===== src/interrupt_table_entry_parser_core_defines.svh =====
// ----------------------------------------------------------------------------
// Interrupt table entry parser: assertion macros
// Shared property shorthands for the modules that check their own logic.
// ----------------------------------------------------------------------------
`ifndef INTERRUPT_TABLE_ENTRY_PARSER_CORE_DEFINES_SVH
`define INTERRUPT_TABLE_ENTRY_PARSER_CORE_DEFINES_SVH

// consequent holds in the same cycle as the antecedent
`define ITEP_ASSERT_NOW(lbl, ante, cons, msg) \
  lbl: assert property (@(posedge clk) disable iff (!rst_n) (ante) |-> (cons)) \
    else $error(msg);

// consequent holds in the cycle after the antecedent
`define ITEP_ASSERT_NEXT(lbl, ante, cons, msg) \
  lbl: assert property (@(posedge clk) disable iff (!rst_n) (ante) |=> (cons)) \
    else $error(msg);

`endif


===== src/itep_pkg.sv =====
// ----------------------------------------------------------------------------
// Interrupt table entry parser: package
// Record layout, field codes and fixed table constants.
// ----------------------------------------------------------------------------
`default_nettype none

package itep_pkg;

  localparam int unsigned LEN_W = 21;

  // table header layout
  localparam logic [LEN_W-1:0] HEADER_END    = 21'd44;
  localparam logic [LEN_W-1:0] LOCAL_ADDR_AT = 21'd36;
  localparam logic [LEN_W-1:0] DEFAULT_LIMIT = 21'd1048576;

  localparam logic [7:0] SIG_CHARS [4] = '{8'h41, 8'h50, 8'h49, 8'h43};

  // entry types and the shortest entry that carries a full record
  localparam logic [7:0] ENTRY_IO       = 8'd1;
  localparam logic [7:0] ENTRY_OVR      = 8'd2;
  localparam logic [7:0] ENTRY_LADDR    = 8'd5;
  localparam logic [7:0] IO_MIN_SIZE    = 8'd12;
  localparam logic [7:0] OVR_MIN_SIZE   = 8'd10;
  localparam logic [7:0] LADDR_MIN_SIZE = 8'd12;

  // record kinds
  localparam logic [1:0] KIND_IO   = 2'd0;
  localparam logic [1:0] KIND_OVR  = 2'd1;
  localparam logic [1:0] KIND_DONE = 2'd2;

  // status codes
  localparam logic [2:0] ST_OK        = 3'd0;
  localparam logic [2:0] ST_BAD_SIG   = 3'd1;
  localparam logic [2:0] ST_BAD_LEN   = 3'd2;
  localparam logic [2:0] ST_BAD_SUM   = 3'd3;
  localparam logic [2:0] ST_BAD_ENTRY = 3'd4;

  localparam int unsigned FIFO_DEPTH = 4;
  localparam int unsigned FIFO_AW    = 2;
  localparam int unsigned FIFO_CW    = 3;

  typedef struct packed {
    logic [1:0]  kind;
    logic [7:0]  ident;
    logic [31:0] word_value;
    logic [31:0] gsi_base;
    logic [15:0] irq_flags;
    logic [63:0] local_address;
    logic [2:0]  status;
    logic        ready_res;
    logic        last;
  } res_t;

  // records produced for one byte: p0 first slot, p1 second slot
  typedef struct packed {
    logic p0;
    logic p1;
  } push_t;

endpackage

`default_nettype wire


===== src/itep_in_if.sv =====
// ----------------------------------------------------------------------------
// Interrupt table entry parser: byte input channel
// Valid/ready channel carrying one table byte and its start flag.
// ----------------------------------------------------------------------------
`default_nettype none

interface itep_in_if;
  logic       valid;
  logic       ready;
  logic [7:0] data_byte;
  logic       start_req;

  modport source (output valid, output data_byte, output start_req, input ready);
  modport sink   (input valid, input data_byte, input start_req, output ready);
endinterface

`default_nettype wire


===== src/itep_out_if.sv =====
// ----------------------------------------------------------------------------
// Interrupt table entry parser: record output channel
// Valid/ready channel carrying one parsed record.
// ----------------------------------------------------------------------------
`default_nettype none

interface itep_out_if;
  logic        valid;
  logic        ready;
  logic [1:0]  kind;
  logic [7:0]  ident;
  logic [31:0] word_value;
  logic [31:0] gsi_base;
  logic [15:0] irq_flags;
  logic [63:0] local_address;
  logic [2:0]  status;
  logic        ready_res;
  logic        last;

  modport source (
    output valid, output kind, output ident, output word_value, output gsi_base,
    output irq_flags, output local_address, output status, output ready_res,
    output last, input ready
  );
  modport sink (
    input valid, input kind, input ident, input word_value, input gsi_base,
    input irq_flags, input local_address, input status, input ready_res,
    input last, output ready
  );
endinterface

`default_nettype wire


===== src/itep_parse.sv =====
// ----------------------------------------------------------------------------
// Interrupt table entry parser: byte parser
// Holds the table state and turns one byte into up to two records.
// ----------------------------------------------------------------------------
`default_nettype none

`include "interrupt_table_entry_parser_core_defines.svh"

module itep_parse #(
  parameter int unsigned MAX_IO_CTRL      = 16,
  parameter int unsigned MAX_OVERRIDES    = 16,
  parameter int unsigned ENTRY_KEEP_BYTES = 12
) (
  input  wire logic                        clk,
  input  wire logic                        rst_n,
  input  wire logic                        go,
  input  wire logic [7:0]                  data_byte,
  input  wire logic                        start_req,
  input  wire logic [itep_pkg::LEN_W-1:0]  max_len,
  output itep_pkg::push_t                  push,
  output itep_pkg::res_t                   res0,
  output itep_pkg::res_t                   res1
);
  import itep_pkg::*;

  localparam int unsigned IO_W   = $clog2(MAX_IO_CTRL + 1);
  localparam int unsigned OVR_W  = $clog2(MAX_OVERRIDES + 1);
  localparam int unsigned KEEP_W = $clog2(ENTRY_KEEP_BYTES);

  logic              active_r;
  logic [LEN_W-1:0]  idx_r;
  logic [31:0]       tlen_r;
  logic [7:0]        sum_r;
  logic              sig_r;
  logic [7:0]        eb_r [ENTRY_KEEP_BYTES];
  logic [LEN_W-1:0]  neo_r;
  logic [7:0]        ekind_r;
  logic [7:0]        esize_r;
  logic [IO_W-1:0]   io_cnt_r;
  logic [OVR_W-1:0]  ov_cnt_r;
  logic [63:0]       laddr_r;
  logic [2:0]        perr_r;

  logic              proc;
  logic [LEN_W-1:0]  c_idx, c_neo, rel;
  logic [31:0]       c_tlen, neo32;
  logic [7:0]        c_sum, c_ekind, c_esize;
  logic              c_sig;
  logic [IO_W-1:0]   c_io;
  logic [OVR_W-1:0]  c_ov;
  logic [63:0]       c_laddr, laddr_hdr;
  logic [2:0]        c_perr;

  logic [LEN_W-1:0]  idx_nxt, neo_nxt;
  logic [31:0]       tlen_nxt;
  logic [7:0]        sum_nxt, ekind_nxt, esize_nxt;
  logic              sig_nxt;
  logic [IO_W-1:0]   io_cnt_nxt;
  logic [OVR_W-1:0]  ov_cnt_nxt;
  logic [63:0]       laddr_nxt;
  logic [2:0]        perr_nxt;

  logic              match, bad_sig, bad_len, early, walk, keep_wr, fin;
  logic              io_hit, ov_hit, la_hit, rec_v, done_v, rdy;
  logic [KEEP_W-1:0] rel_idx;
  logic [7:0]        eb_cur [ENTRY_KEEP_BYTES];
  logic [31:0]       w4, w8;
  logic [2:0]        status;
  res_t              rec, done_rec;

  // a start flag sees the cleared table
  always_comb begin
    c_idx   = start_req ? '0 : idx_r;
    c_tlen  = start_req ? '0 : tlen_r;
    c_sum   = start_req ? '0 : sum_r;
    c_sig   = start_req ? 1'b0 : sig_r;
    c_neo   = start_req ? HEADER_END : neo_r;
    c_ekind = start_req ? '0 : ekind_r;
    c_esize = start_req ? '0 : esize_r;
    c_io    = start_req ? '0 : io_cnt_r;
    c_ov    = start_req ? '0 : ov_cnt_r;
    c_laddr = start_req ? '0 : laddr_r;
    c_perr  = start_req ? ST_OK : perr_r;
    proc    = go && (start_req || active_r);
  end

  // header fields
  always_comb begin
    sum_nxt   = c_sum + data_byte;
    sig_nxt   = c_sig;
    tlen_nxt  = c_tlen;
    laddr_hdr = c_laddr;
    match     = 1'b0;
    bad_sig   = 1'b0;
    bad_len   = 1'b0;
    if (c_idx < 21'd4) begin
      match   = (data_byte == SIG_CHARS[c_idx[1:0]]);
      sig_nxt = (c_idx == '0) ? match : (c_sig && match);
      bad_sig = (c_idx == 21'd3) && !sig_nxt;
    end else if (c_idx < 21'd8) begin
      tlen_nxt[{c_idx[1:0], 3'b000} +: 8] = data_byte;
      bad_len = (c_idx == 21'd7) &&
                ((tlen_nxt < 32'(HEADER_END)) || (tlen_nxt > {11'b0, max_len}));
    end else if (c_idx >= LOCAL_ADDR_AT && c_idx < LOCAL_ADDR_AT + 21'd4) begin
      laddr_hdr[{c_idx[1:0], 3'b000} +: 8] = data_byte;
    end
    early = bad_sig || bad_len;
  end

  // entry walk
  always_comb begin
    neo32     = {11'b0, c_neo};
    walk      = !early && (c_perr == ST_OK) && (c_idx >= c_neo) &&
                (neo32 + 32'd2 <= c_tlen);
    rel       = c_idx - c_neo;
    keep_wr   = walk && (rel < 21'(ENTRY_KEEP_BYTES));
    rel_idx   = rel[KEEP_W-1:0];
    ekind_nxt = c_ekind;
    esize_nxt = c_esize;
    perr_nxt  = c_perr;
    fin       = 1'b0;
    if (walk) begin
      if (rel == '0) begin
        ekind_nxt = data_byte;
      end else begin
        if (rel == 21'd1) begin
          esize_nxt = data_byte;
          if (data_byte < 8'd2 || {24'b0, data_byte} > c_tlen - neo32) begin
            perr_nxt = ST_BAD_ENTRY;
          end
        end
        fin = (perr_nxt == ST_OK) && (esize_nxt != '0) &&
              (rel == {13'b0, esize_nxt} - 21'd1);
      end
    end
  end

  // entry bytes with this byte forwarded
  always_comb begin
    for (int k = 0; k < ENTRY_KEEP_BYTES; k++) begin
      eb_cur[k] = eb_r[k];
    end
    if (keep_wr) begin
      eb_cur[rel_idx] = data_byte;
    end
  end

  assign w4 = {eb_cur[7], eb_cur[6], eb_cur[5], eb_cur[4]};
  assign w8 = {eb_cur[11], eb_cur[10], eb_cur[9], eb_cur[8]};

  always_comb begin
    io_hit = fin && (c_ekind == ENTRY_IO) && (esize_nxt >= IO_MIN_SIZE) &&
             (c_io < IO_W'(MAX_IO_CTRL));
    ov_hit = fin && (c_ekind == ENTRY_OVR) && (esize_nxt >= OVR_MIN_SIZE) &&
             (eb_cur[2] == 8'd0) && (c_ov < OVR_W'(MAX_OVERRIDES));
    la_hit = fin && (c_ekind == ENTRY_LADDR) && (esize_nxt >= LADDR_MIN_SIZE);
    rec_v  = io_hit || ov_hit;

    io_cnt_nxt = io_hit ? c_io + IO_W'(1) : c_io;
    ov_cnt_nxt = ov_hit ? c_ov + OVR_W'(1) : c_ov;
    laddr_nxt  = la_hit ? {w8, w4} : laddr_hdr;
    neo_nxt    = fin ? c_neo + {13'b0, esize_nxt} : c_neo;
    idx_nxt    = c_idx + 21'd1;

    done_v = early || ((c_idx >= 21'd7) && ({11'b0, c_idx} + 32'd1 == tlen_nxt));
    if (bad_sig) begin
      status = ST_BAD_SIG;
    end else if (bad_len) begin
      status = ST_BAD_LEN;
    end else if (sum_nxt != 8'd0) begin
      status = ST_BAD_SUM;
    end else begin
      status = perr_nxt;
    end
    rdy = (status == ST_OK) && (laddr_nxt != '0) && (io_cnt_nxt != '0);
  end

  always_comb begin
    rec               = '0;
    rec.kind          = io_hit ? KIND_IO : KIND_OVR;
    rec.ident         = io_hit ? eb_cur[2] : eb_cur[3];
    rec.word_value    = w4;
    rec.gsi_base      = io_hit ? w8 : 32'd0;
    rec.irq_flags     = io_hit ? 16'd0 : {eb_cur[9], eb_cur[8]};
    rec.status        = ST_OK;
    rec.last          = !done_v;

    done_rec               = '0;
    done_rec.kind          = KIND_DONE;
    done_rec.local_address = laddr_nxt;
    done_rec.status        = status;
    done_rec.ready_res     = rdy;
    done_rec.last          = 1'b1;

    push.p0 = proc && (rec_v || done_v);
    push.p1 = proc && rec_v && done_v;
    res0    = rec_v ? rec : done_rec;
    res1    = done_rec;
  end

  always_ff @(posedge clk) begin
    if (!rst_n) begin
      active_r <= 1'b0;
      idx_r    <= '0;
      tlen_r   <= '0;
      sum_r    <= '0;
      sig_r    <= 1'b0;
      neo_r    <= HEADER_END;
      ekind_r  <= '0;
      esize_r  <= '0;
      io_cnt_r <= '0;
      ov_cnt_r <= '0;
      laddr_r  <= '0;
      perr_r   <= ST_OK;
    end else if (proc) begin
      active_r <= !done_v;
      idx_r    <= idx_nxt;
      tlen_r   <= tlen_nxt;
      sum_r    <= sum_nxt;
      sig_r    <= sig_nxt;
      neo_r    <= neo_nxt;
      ekind_r  <= ekind_nxt;
      esize_r  <= esize_nxt;
      io_cnt_r <= io_cnt_nxt;
      ov_cnt_r <= ov_cnt_nxt;
      laddr_r  <= laddr_nxt;
      perr_r   <= perr_nxt;
    end
  end

  always_ff @(posedge clk) begin
    if (proc && keep_wr) begin
      eb_r[rel_idx] <= data_byte;
    end
  end

  `ITEP_ASSERT_NOW(a_done_second, push.p1, res1.kind == KIND_DONE && res0.kind != KIND_DONE, "second record is not the done record")
  `ITEP_ASSERT_NEXT(a_done_closes, push.p0 && done_v, !active_r, "table still active after done record")
  `ITEP_ASSERT_NOW(a_ready_ok, push.p0 && res0.ready_res, res0.status == ST_OK, "ready flag with error status")

endmodule

`default_nettype wire


===== src/itep_rfifo.sv =====
// ----------------------------------------------------------------------------
// Interrupt table entry parser: record queue
// Four-deep record queue taking up to two records a cycle, giving one.
// ----------------------------------------------------------------------------
`default_nettype none

`include "interrupt_table_entry_parser_core_defines.svh"

module itep_rfifo (
  input  wire logic            clk,
  input  wire logic            rst_n,
  input  itep_pkg::push_t      push,
  input  itep_pkg::res_t       d0,
  input  itep_pkg::res_t       d1,
  input  wire logic            pop,
  output itep_pkg::res_t       head,
  output logic                 head_valid,
  output logic                 space2
);
  import itep_pkg::*;

  res_t               q_r [FIFO_DEPTH];
  logic [FIFO_AW-1:0] wp_r, rp_r, wp_nxt, rp_nxt;
  logic [FIFO_CW-1:0] cnt_r, cnt_nxt;

  assign head       = q_r[rp_r];
  assign head_valid = (cnt_r != '0);
  assign space2     = (cnt_r <= FIFO_CW'(FIFO_DEPTH - 2));

  always_comb begin
    wp_nxt  = wp_r + FIFO_AW'(push.p0) + FIFO_AW'(push.p1);
    rp_nxt  = rp_r + FIFO_AW'(pop);
    cnt_nxt = cnt_r + FIFO_CW'(push.p0) + FIFO_CW'(push.p1) - FIFO_CW'(pop);
  end

  always_ff @(posedge clk) begin
    if (!rst_n) begin
      wp_r  <= '0;
      rp_r  <= '0;
      cnt_r <= '0;
    end else begin
      wp_r  <= wp_nxt;
      rp_r  <= rp_nxt;
      cnt_r <= cnt_nxt;
    end
  end

  always_ff @(posedge clk) begin
    if (push.p0) begin
      q_r[wp_r] <= d0;
    end
    if (push.p1) begin
      q_r[wp_r + FIFO_AW'(1)] <= d1;
    end
  end

  `ITEP_ASSERT_NOW(a_no_overflow, push.p0, cnt_r <= FIFO_CW'(FIFO_DEPTH - 2), "record queue overflow")
  `ITEP_ASSERT_NOW(a_pair_order, push.p1, push.p0, "second slot pushed without first")
  `ITEP_ASSERT_NEXT(a_drain, pop && !push.p0, cnt_r == $past(cnt_r) - FIFO_CW'(1), "queue count did not drop on pop")

endmodule

`default_nettype wire


===== src/interrupt_table_entry_parser_core.sv =====
// ----------------------------------------------------------------------------
// Interrupt table entry parser: top level
// Streams an interrupt controller description table and emits records.
// ----------------------------------------------------------------------------
// The block takes one table byte per cycle, back to back. A byte is held in
// an input register, parsed in a single pass against the table state and
// its records land in a four-deep record queue, from whose registered head
// they are offered to the sink. A byte may raise two records (an entry
// finishing on the last table byte); the queue takes both together, so
// input only stalls when the sink falls behind and the queue has fewer than
// two free slots. Records for I/O controllers and overrides are provisional
// until the done record reports the checksum. The length limit register is
// to be written between tables.
`default_nettype none

module interrupt_table_entry_parser_core #(
  parameter int unsigned MAX_IO_CTRL      = 16,
  parameter int unsigned MAX_OVERRIDES    = 16,
  parameter int unsigned ENTRY_KEEP_BYTES = 12
) (
  input  wire logic                        clk,
  input  wire logic                        rst_n,
  itep_in_if.sink                          in_ch,
  itep_out_if.source                       out_ch,
  input  wire logic                        cfg_we,
  input  wire logic [itep_pkg::LEN_W-1:0]  cfg_wdata
);
  import itep_pkg::*;

  logic [LEN_W-1:0] max_len_r;
  logic             s1_v_r;
  logic [7:0]       s1_byte_r;
  logic             s1_start_r;
  logic             go, space2, head_valid, in_acc;
  push_t            push;
  res_t             res0, res1, head;

  always_ff @(posedge clk) begin
    if (!rst_n) begin
      max_len_r <= DEFAULT_LIMIT;
    end else if (cfg_we) begin
      max_len_r <= cfg_wdata;
    end
  end

  // advance the input word only when the queue can take two records
  assign go          = s1_v_r && space2;
  assign in_ch.ready = !s1_v_r || go;
  assign in_acc      = in_ch.valid && in_ch.ready;

  always_ff @(posedge clk) begin
    if (!rst_n) begin
      s1_v_r <= 1'b0;
    end else if (in_ch.ready) begin
      s1_v_r <= in_ch.valid;
    end
  end

  always_ff @(posedge clk) begin
    if (in_acc) begin
      s1_byte_r  <= in_ch.data_byte;
      s1_start_r <= in_ch.start_req;
    end
  end

  itep_parse #(
    .MAX_IO_CTRL      (MAX_IO_CTRL),
    .MAX_OVERRIDES    (MAX_OVERRIDES),
    .ENTRY_KEEP_BYTES (ENTRY_KEEP_BYTES)
  ) u_parse (
    .clk       (clk),
    .rst_n     (rst_n),
    .go        (go),
    .data_byte (s1_byte_r),
    .start_req (s1_start_r),
    .max_len   (max_len_r),
    .push      (push),
    .res0      (res0),
    .res1      (res1)
  );

  itep_rfifo u_rfifo (
    .clk        (clk),
    .rst_n      (rst_n),
    .push       (push),
    .d0         (res0),
    .d1         (res1),
    .pop        (head_valid && out_ch.ready),
    .head       (head),
    .head_valid (head_valid),
    .space2     (space2)
  );

  assign out_ch.valid         = head_valid;
  assign out_ch.kind          = head.kind;
  assign out_ch.ident         = head.ident;
  assign out_ch.word_value    = head.word_value;
  assign out_ch.gsi_base      = head.gsi_base;
  assign out_ch.irq_flags     = head.irq_flags;
  assign out_ch.local_address = head.local_address;
  assign out_ch.status        = head.status;
  assign out_ch.ready_res     = head.ready_res;
  assign out_ch.last          = head.last;

endmodule

`default_nettype wire


===== src/flat_wrapper.sv =====
// flat-port wrapper written by rule: the top's interface ports become plain ports
module interrupt_table_entry_parser_core_flat import itep_pkg::*;
#(
  parameter int unsigned MAX_IO_CTRL      = 16,
  parameter int unsigned MAX_OVERRIDES    = 16,
  parameter int unsigned ENTRY_KEEP_BYTES = 12
)
  (clk, rst_n, cfg_we, cfg_wdata, in_ch_valid, in_ch_data_byte, in_ch_start_req, in_ch_ready, out_ch_valid, out_ch_kind, out_ch_ident, out_ch_word_value, out_ch_gsi_base, out_ch_irq_flags, out_ch_local_address, out_ch_status, out_ch_ready_res, out_ch_last, out_ch_ready);
  itep_in_if in_ch_i ();
  itep_out_if out_ch_i ();
  input  wire logic clk;
  input  wire logic rst_n;
  input  wire logic cfg_we;
  input  wire logic [itep_pkg::LEN_W-1:0] cfg_wdata;
  input wire logic [$bits(in_ch_i.valid)-1:0] in_ch_valid;
  input wire logic [$bits(in_ch_i.data_byte)-1:0] in_ch_data_byte;
  input wire logic [$bits(in_ch_i.start_req)-1:0] in_ch_start_req;
  output wire logic [$bits(in_ch_i.ready)-1:0] in_ch_ready;
  output wire logic [$bits(out_ch_i.valid)-1:0] out_ch_valid;
  output wire logic [$bits(out_ch_i.kind)-1:0] out_ch_kind;
  output wire logic [$bits(out_ch_i.ident)-1:0] out_ch_ident;
  output wire logic [$bits(out_ch_i.word_value)-1:0] out_ch_word_value;
  output wire logic [$bits(out_ch_i.gsi_base)-1:0] out_ch_gsi_base;
  output wire logic [$bits(out_ch_i.irq_flags)-1:0] out_ch_irq_flags;
  output wire logic [$bits(out_ch_i.local_address)-1:0] out_ch_local_address;
  output wire logic [$bits(out_ch_i.status)-1:0] out_ch_status;
  output wire logic [$bits(out_ch_i.ready_res)-1:0] out_ch_ready_res;
  output wire logic [$bits(out_ch_i.last)-1:0] out_ch_last;
  input wire logic [$bits(out_ch_i.ready)-1:0] out_ch_ready;
  assign in_ch_i.valid = in_ch_valid;
  assign in_ch_i.data_byte = in_ch_data_byte;
  assign in_ch_i.start_req = in_ch_start_req;
  assign in_ch_ready = in_ch_i.ready;
  assign out_ch_valid = out_ch_i.valid;
  assign out_ch_kind = out_ch_i.kind;
  assign out_ch_ident = out_ch_i.ident;
  assign out_ch_word_value = out_ch_i.word_value;
  assign out_ch_gsi_base = out_ch_i.gsi_base;
  assign out_ch_irq_flags = out_ch_i.irq_flags;
  assign out_ch_local_address = out_ch_i.local_address;
  assign out_ch_status = out_ch_i.status;
  assign out_ch_ready_res = out_ch_i.ready_res;
  assign out_ch_last = out_ch_i.last;
  assign out_ch_i.ready = out_ch_ready;
  interrupt_table_entry_parser_core #(.MAX_IO_CTRL(MAX_IO_CTRL), .MAX_OVERRIDES(MAX_OVERRIDES), .ENTRY_KEEP_BYTES(ENTRY_KEEP_BYTES)) u_core (.clk(clk), .rst_n(rst_n), .in_ch(in_ch_i), .out_ch(out_ch_i), .cfg_we(cfg_we), .cfg_wdata(cfg_wdata));
endmodule

===== config.mk =====
export PLATFORM = sky130hd
export DESIGN_NAME = interrupt_table_entry_parser_core_flat
export DESIGN_NICKNAME = d
export VERILOG_FILES = /design/src/itep_pkg.sv /design/src/itep_in_if.sv /design/src/itep_out_if.sv /design/src/itep_parse.sv /design/src/itep_rfifo.sv /design/src/interrupt_table_entry_parser_core.sv /design/src/flat_wrapper.sv
export VERILOG_INCLUDE_DIRS = /design/src /design/src/src
export SDC_FILE = /design/constraint.sdc
export NUM_CORES = 2
export LEC_CHECK = 0
export ABC_CLOCK_PERIOD_IN_PS = 12600
export BUFFER_PORTS_ARGS = -buffer_cell sky130_fd_sc_hd__buf_2
export CAP_MARGIN = 20
export CORE_MARGIN = 2
export CORE_UTILIZATION = 30
export DETAILED_ROUTE_END_ITERATION = 12
export GPL_TIMING_DRIVEN = 0
export PLACE_DENSITY = 0.48
export SLEW_MARGIN = 10
export SYNTH_ARGS = -nofsm -noshare
export SYNTH_HDL_FRONTEND = slang
export SYNTH_SLANG_ARGS = --single-unit

===== constraint.sdc =====
create_clock -name clk -period 12.6 [get_ports clk]
set_input_delay 1.89 -clock clk [delete_from_list [all_inputs] [get_ports clk]]
set_output_delay 1.89 -clock clk [all_outputs]
set_load 0.005 [all_outputs]

==> impl_results.md <==
- Worst path bufs/invs: 19
- TritonCTS clock tree: yes
- Htree depth: 3
- Port buffer count: 193
- CP arrival: 13.00 ns
- Synth Area per Inst: 10.3 um^2
- Count of different cell masters after synthesis: 90
- Post-DP Area: 52,300 um^2
- CP max-delay cell: or4_1
- Initial Util: 0.301
- Gr usage total: 0.233
- Switching fraction of total power: 0.289
- Fin. Hold Viols: 0
- Syn. warnings: 0
- FMAX: 79.9 MHz
- Final period utilization: 0.993
- DIE HEIGHT: roughly 410 um
- Vias: 39,387
- Reg power frac: 0.421
- First-pass DRT Iterations: 5
- Clock tree buffer depth: 3
- Final Slew Violations: 0
- Num rows: 147
- Root buf cell: clkbuf_16
- CTS Buf Count: 105
- Hold crit path type: reg2reg
- Post-Route WL: ~200 mm
- Delay-heaviest family, CP: buffers and inverters
- Final Core Density: 0.351
- Crit. End Element: register
- CP Class: reg2reg
- Worst Skew: 0.0679 ns
- Final ANT Viol Nets: 0
- Die X: 405 um
- Largest net degree at the start of global routing: 49
- Clock transition at path regs: around 0.060 ns
- Relative slew margins: 0.175
- Clock Power Share: 0.407
- GRT overflow: 0
- CTS Sinks: 931
- Pre-CTS setup slack: -6.28 ns
- Vias in the first global route: 37,794
- Synthesis-stage register bit count: just over 900
- Drt drc: 0
- Setup WS post-layout: 0.0871 ns
- Overall die area: ~160,000 um^2
- Max incr delay on CP: 0.64 ns
- Synthesis-to-layout area growth: 16.4%
- Vias per cell: 5.40
- Leading cell type in the layout, fill and taps excluded: nor2_1
- Worst-skew pair later-pin latency: 0.77 ns
- PD cells: 135 nW/um^2
- Post-placement cell count: approximately 7,000
- RSZ-0062 raised after global routing: true
- Share of layout cells above drive strength 1: 0.152
- Hold depth: 2
- RePlAce Congestion: 0.981
- Least-Margin Pin Slew: 1.20 ns
- Routed wire per std cell: ~27 um
- Number of cells on the critical path: 36
- Final instance area: 56,200 um^2
- Hold buffers post-CTS: 0
- MaxCap Viol Count: 0
- Synthesized Nets: 4,851
- Setup crit start kind: register
- Final setup vio count: 0
- Top FF cell, synth: dfxtp_1
- Syn Std Cell Area: 48,300 um^2
- Synth async-reset ratio: 0
- Status: complete, no violations
- Cell mode on critical path: buf_4
- LEAKAGE: 20.3 nW
- Fillers: 16,316
- Final Instance Count excl. Fillers: 7,296
- EDFF count, synth: 361
- Reg2Reg Depth: 36
- VDD IR max: about 0.11 mV
- First-pass GRT wire length: 278 mm
- Post-Syn Instances: around 4,700
- Comb power frac: 0.173
- Iteration-0 DRC Markers: roughly 3,800
- Initial antenna violation count: 18
- Psw: 2.19 mW
- Fin crit period: approximately 13 ns
- Nets@finish: 5,188
- Sequential share of the synthesized area: 0.461
- Post-DP HPWL: ~150 mm
- Worst endpoint required time: 13.09 ns
- Critical Path Fanout Max: 10
- Core ar.: 160,000 um^2
- Most frequent cells in the layout: nor2_1, dfxtp_1, edfxtp_1
- I/O Pins: 196
- Internal power: 5.41 mW
[final cells by class]
cell class | count | area, um^2 | area share
Antenna cell | 8 | 20.0 | 0.000357
Buffer | 335 | 1550 | 0.0276
Clock buffer | 158 | 3000 | 0.0535
Clock inverter | 40 | 419 | 0.00746
Inverter | 123 | 479 | 0.00853
Multi-Input combinational cell | 3302 | 24300 | 0.432
Sequential cell | 931 | 22300 | 0.396
Tap cell | 2160 | 2700 | 0.0481
Timing Repair Buffer | 239 | 1470 | 0.0262
[worst reg2reg max path: cells and delay by family, from the launching register on]
| kind | cells | cell delay [ns] |
|---|---|---|
| buffers and inverters | 19 | 6.67 |
| and+or+nand+nor | 9 | 2.80 |
| xor gates and xnor gates | 1 | 0.19 |
| muxes | 2 | 0.58 |
| DFF | 1 | 0.58 |
| adders and majority gates | 1 | 0.28 |
| AOI/OAI and AO/OA | 4 | 1.16 |
[sequential cells by signal, indices dropped and copies added (netlist names), 2 cells and up]
name / cells
u_core.max_len_r: 21
u_core.s1_byte_r: 8
u_core.u_parse.eb_r: 80
u_core.u_parse.ekind_r: 8
u_core.u_parse.esize_r: 8
u_core.u_parse.idx_r: 21
u_core.u_parse.io_cnt_r: 5
u_core.u_parse.laddr_r: 64
u_core.u_parse.neo_r: 21
u_core.u_parse.ov_cnt_r: 5
u_core.u_parse.perr_r: 3
u_core.u_parse.sum_r: 8
u_core.u_parse.tlen_r: 32
u_core.u_rfifo.cnt_r: 3
u_core.u_rfifo.q_r: 636
u_core.u_rfifo.rp_r: 2
u_core.u_rfifo.wp_r: 2
[final timing paths]
path / start / end / slack, ns
max: u_core.s1_start_r / u_core.u_rfifo.q_r[2][53] / 0.09
min: u_core.u_rfifo.q_r[2][0] / u_core.u_rfifo.q_r[2][0] / 0.45
max reg2reg: u_core.s1_start_r / u_core.u_rfifo.q_r[2][53] / 0.09
min reg2reg: u_core.u_rfifo.q_r[2][0] / u_core.u_rfifo.q_r[2][0] / 0.45
[repair_timing]
item,4_1_cts,5_1_grt
gates cloned,0,0
endpoints found under the setup margin,1106,440
setup buffers,12,5
pin swaps,5,2
resized for setup,83,25
[metrics by stage]
step,setup TNS (ns),hold WS [ns],power (mW)
6_report,0,0.450,7.60
5_1_grt,-0.000321,0.464,7.85
4_1_cts,0,0.448,7.64
3_5_place_dp,-5699.75,0.439,4.55
3_3_place_gp,-6480.91,0.431,4.53
2_1_floorplan,0,0.422,3.98
[synthesized netlist by cell type, drive strengths merged, types with 122 or more instances]
cell type / number / area (um^2)
o2bb2ai: 130 / 1140
mux4: 159 / 3580
dfxtp: 570 / 11400
nor2: 711 / 2670
clkbuf: 241 / 905
a21oi: 140 / 701
inv: 122 / 458
mux2i: 329 / 3290
o21ai: 155 / 776
nor2b: 144 / 901
edfxtp: 361 / 10800
nand2: 312 / 1170
[cells by family after synthesis]
family,count (synthesis),synth area share
adder cells (fa/ha/maj),118,0.0316
flip-flops,931,0.461
multiplexers,562,0.160
AO/OA/AOI/OAI,779,0.114
XOR/XNOR,125,0.0227
buffers and inverters,467,0.0408
AND/OR/NAND/NOR,1718,0.170
[metal layers]
layer | up-vias | GRT usage | wire, um
met1 | 19630 | 0.314 | 84100
met4 | 0 | 0.0974 | 9180
li1 | 17771 | - | -
met2 | 1594 | 0.371 | 88700
met5 | - | 0 | 0
met3 | 392 | 0.0384 | 13600
[power by group through the flow]
| stage | logic, mW | clock network (mW) | registers [mW] |
|---|---|---|---|
| 6_report | 1.31 | 3.09 | 3.20 |
| 4_1_cts | 1.30 | 3.14 | 3.19 |
| 5_1_grt | 1.40 | 3.25 | 3.20 |
| 3_5_place_dp | 1.29 | 0 | 3.26 |
| 2_1_floorplan | 0.747 | 0 | 3.24 |
| 3_3_place_gp | 1.27 | 0 | 3.26 |
(Power assumes the default switching activity.)
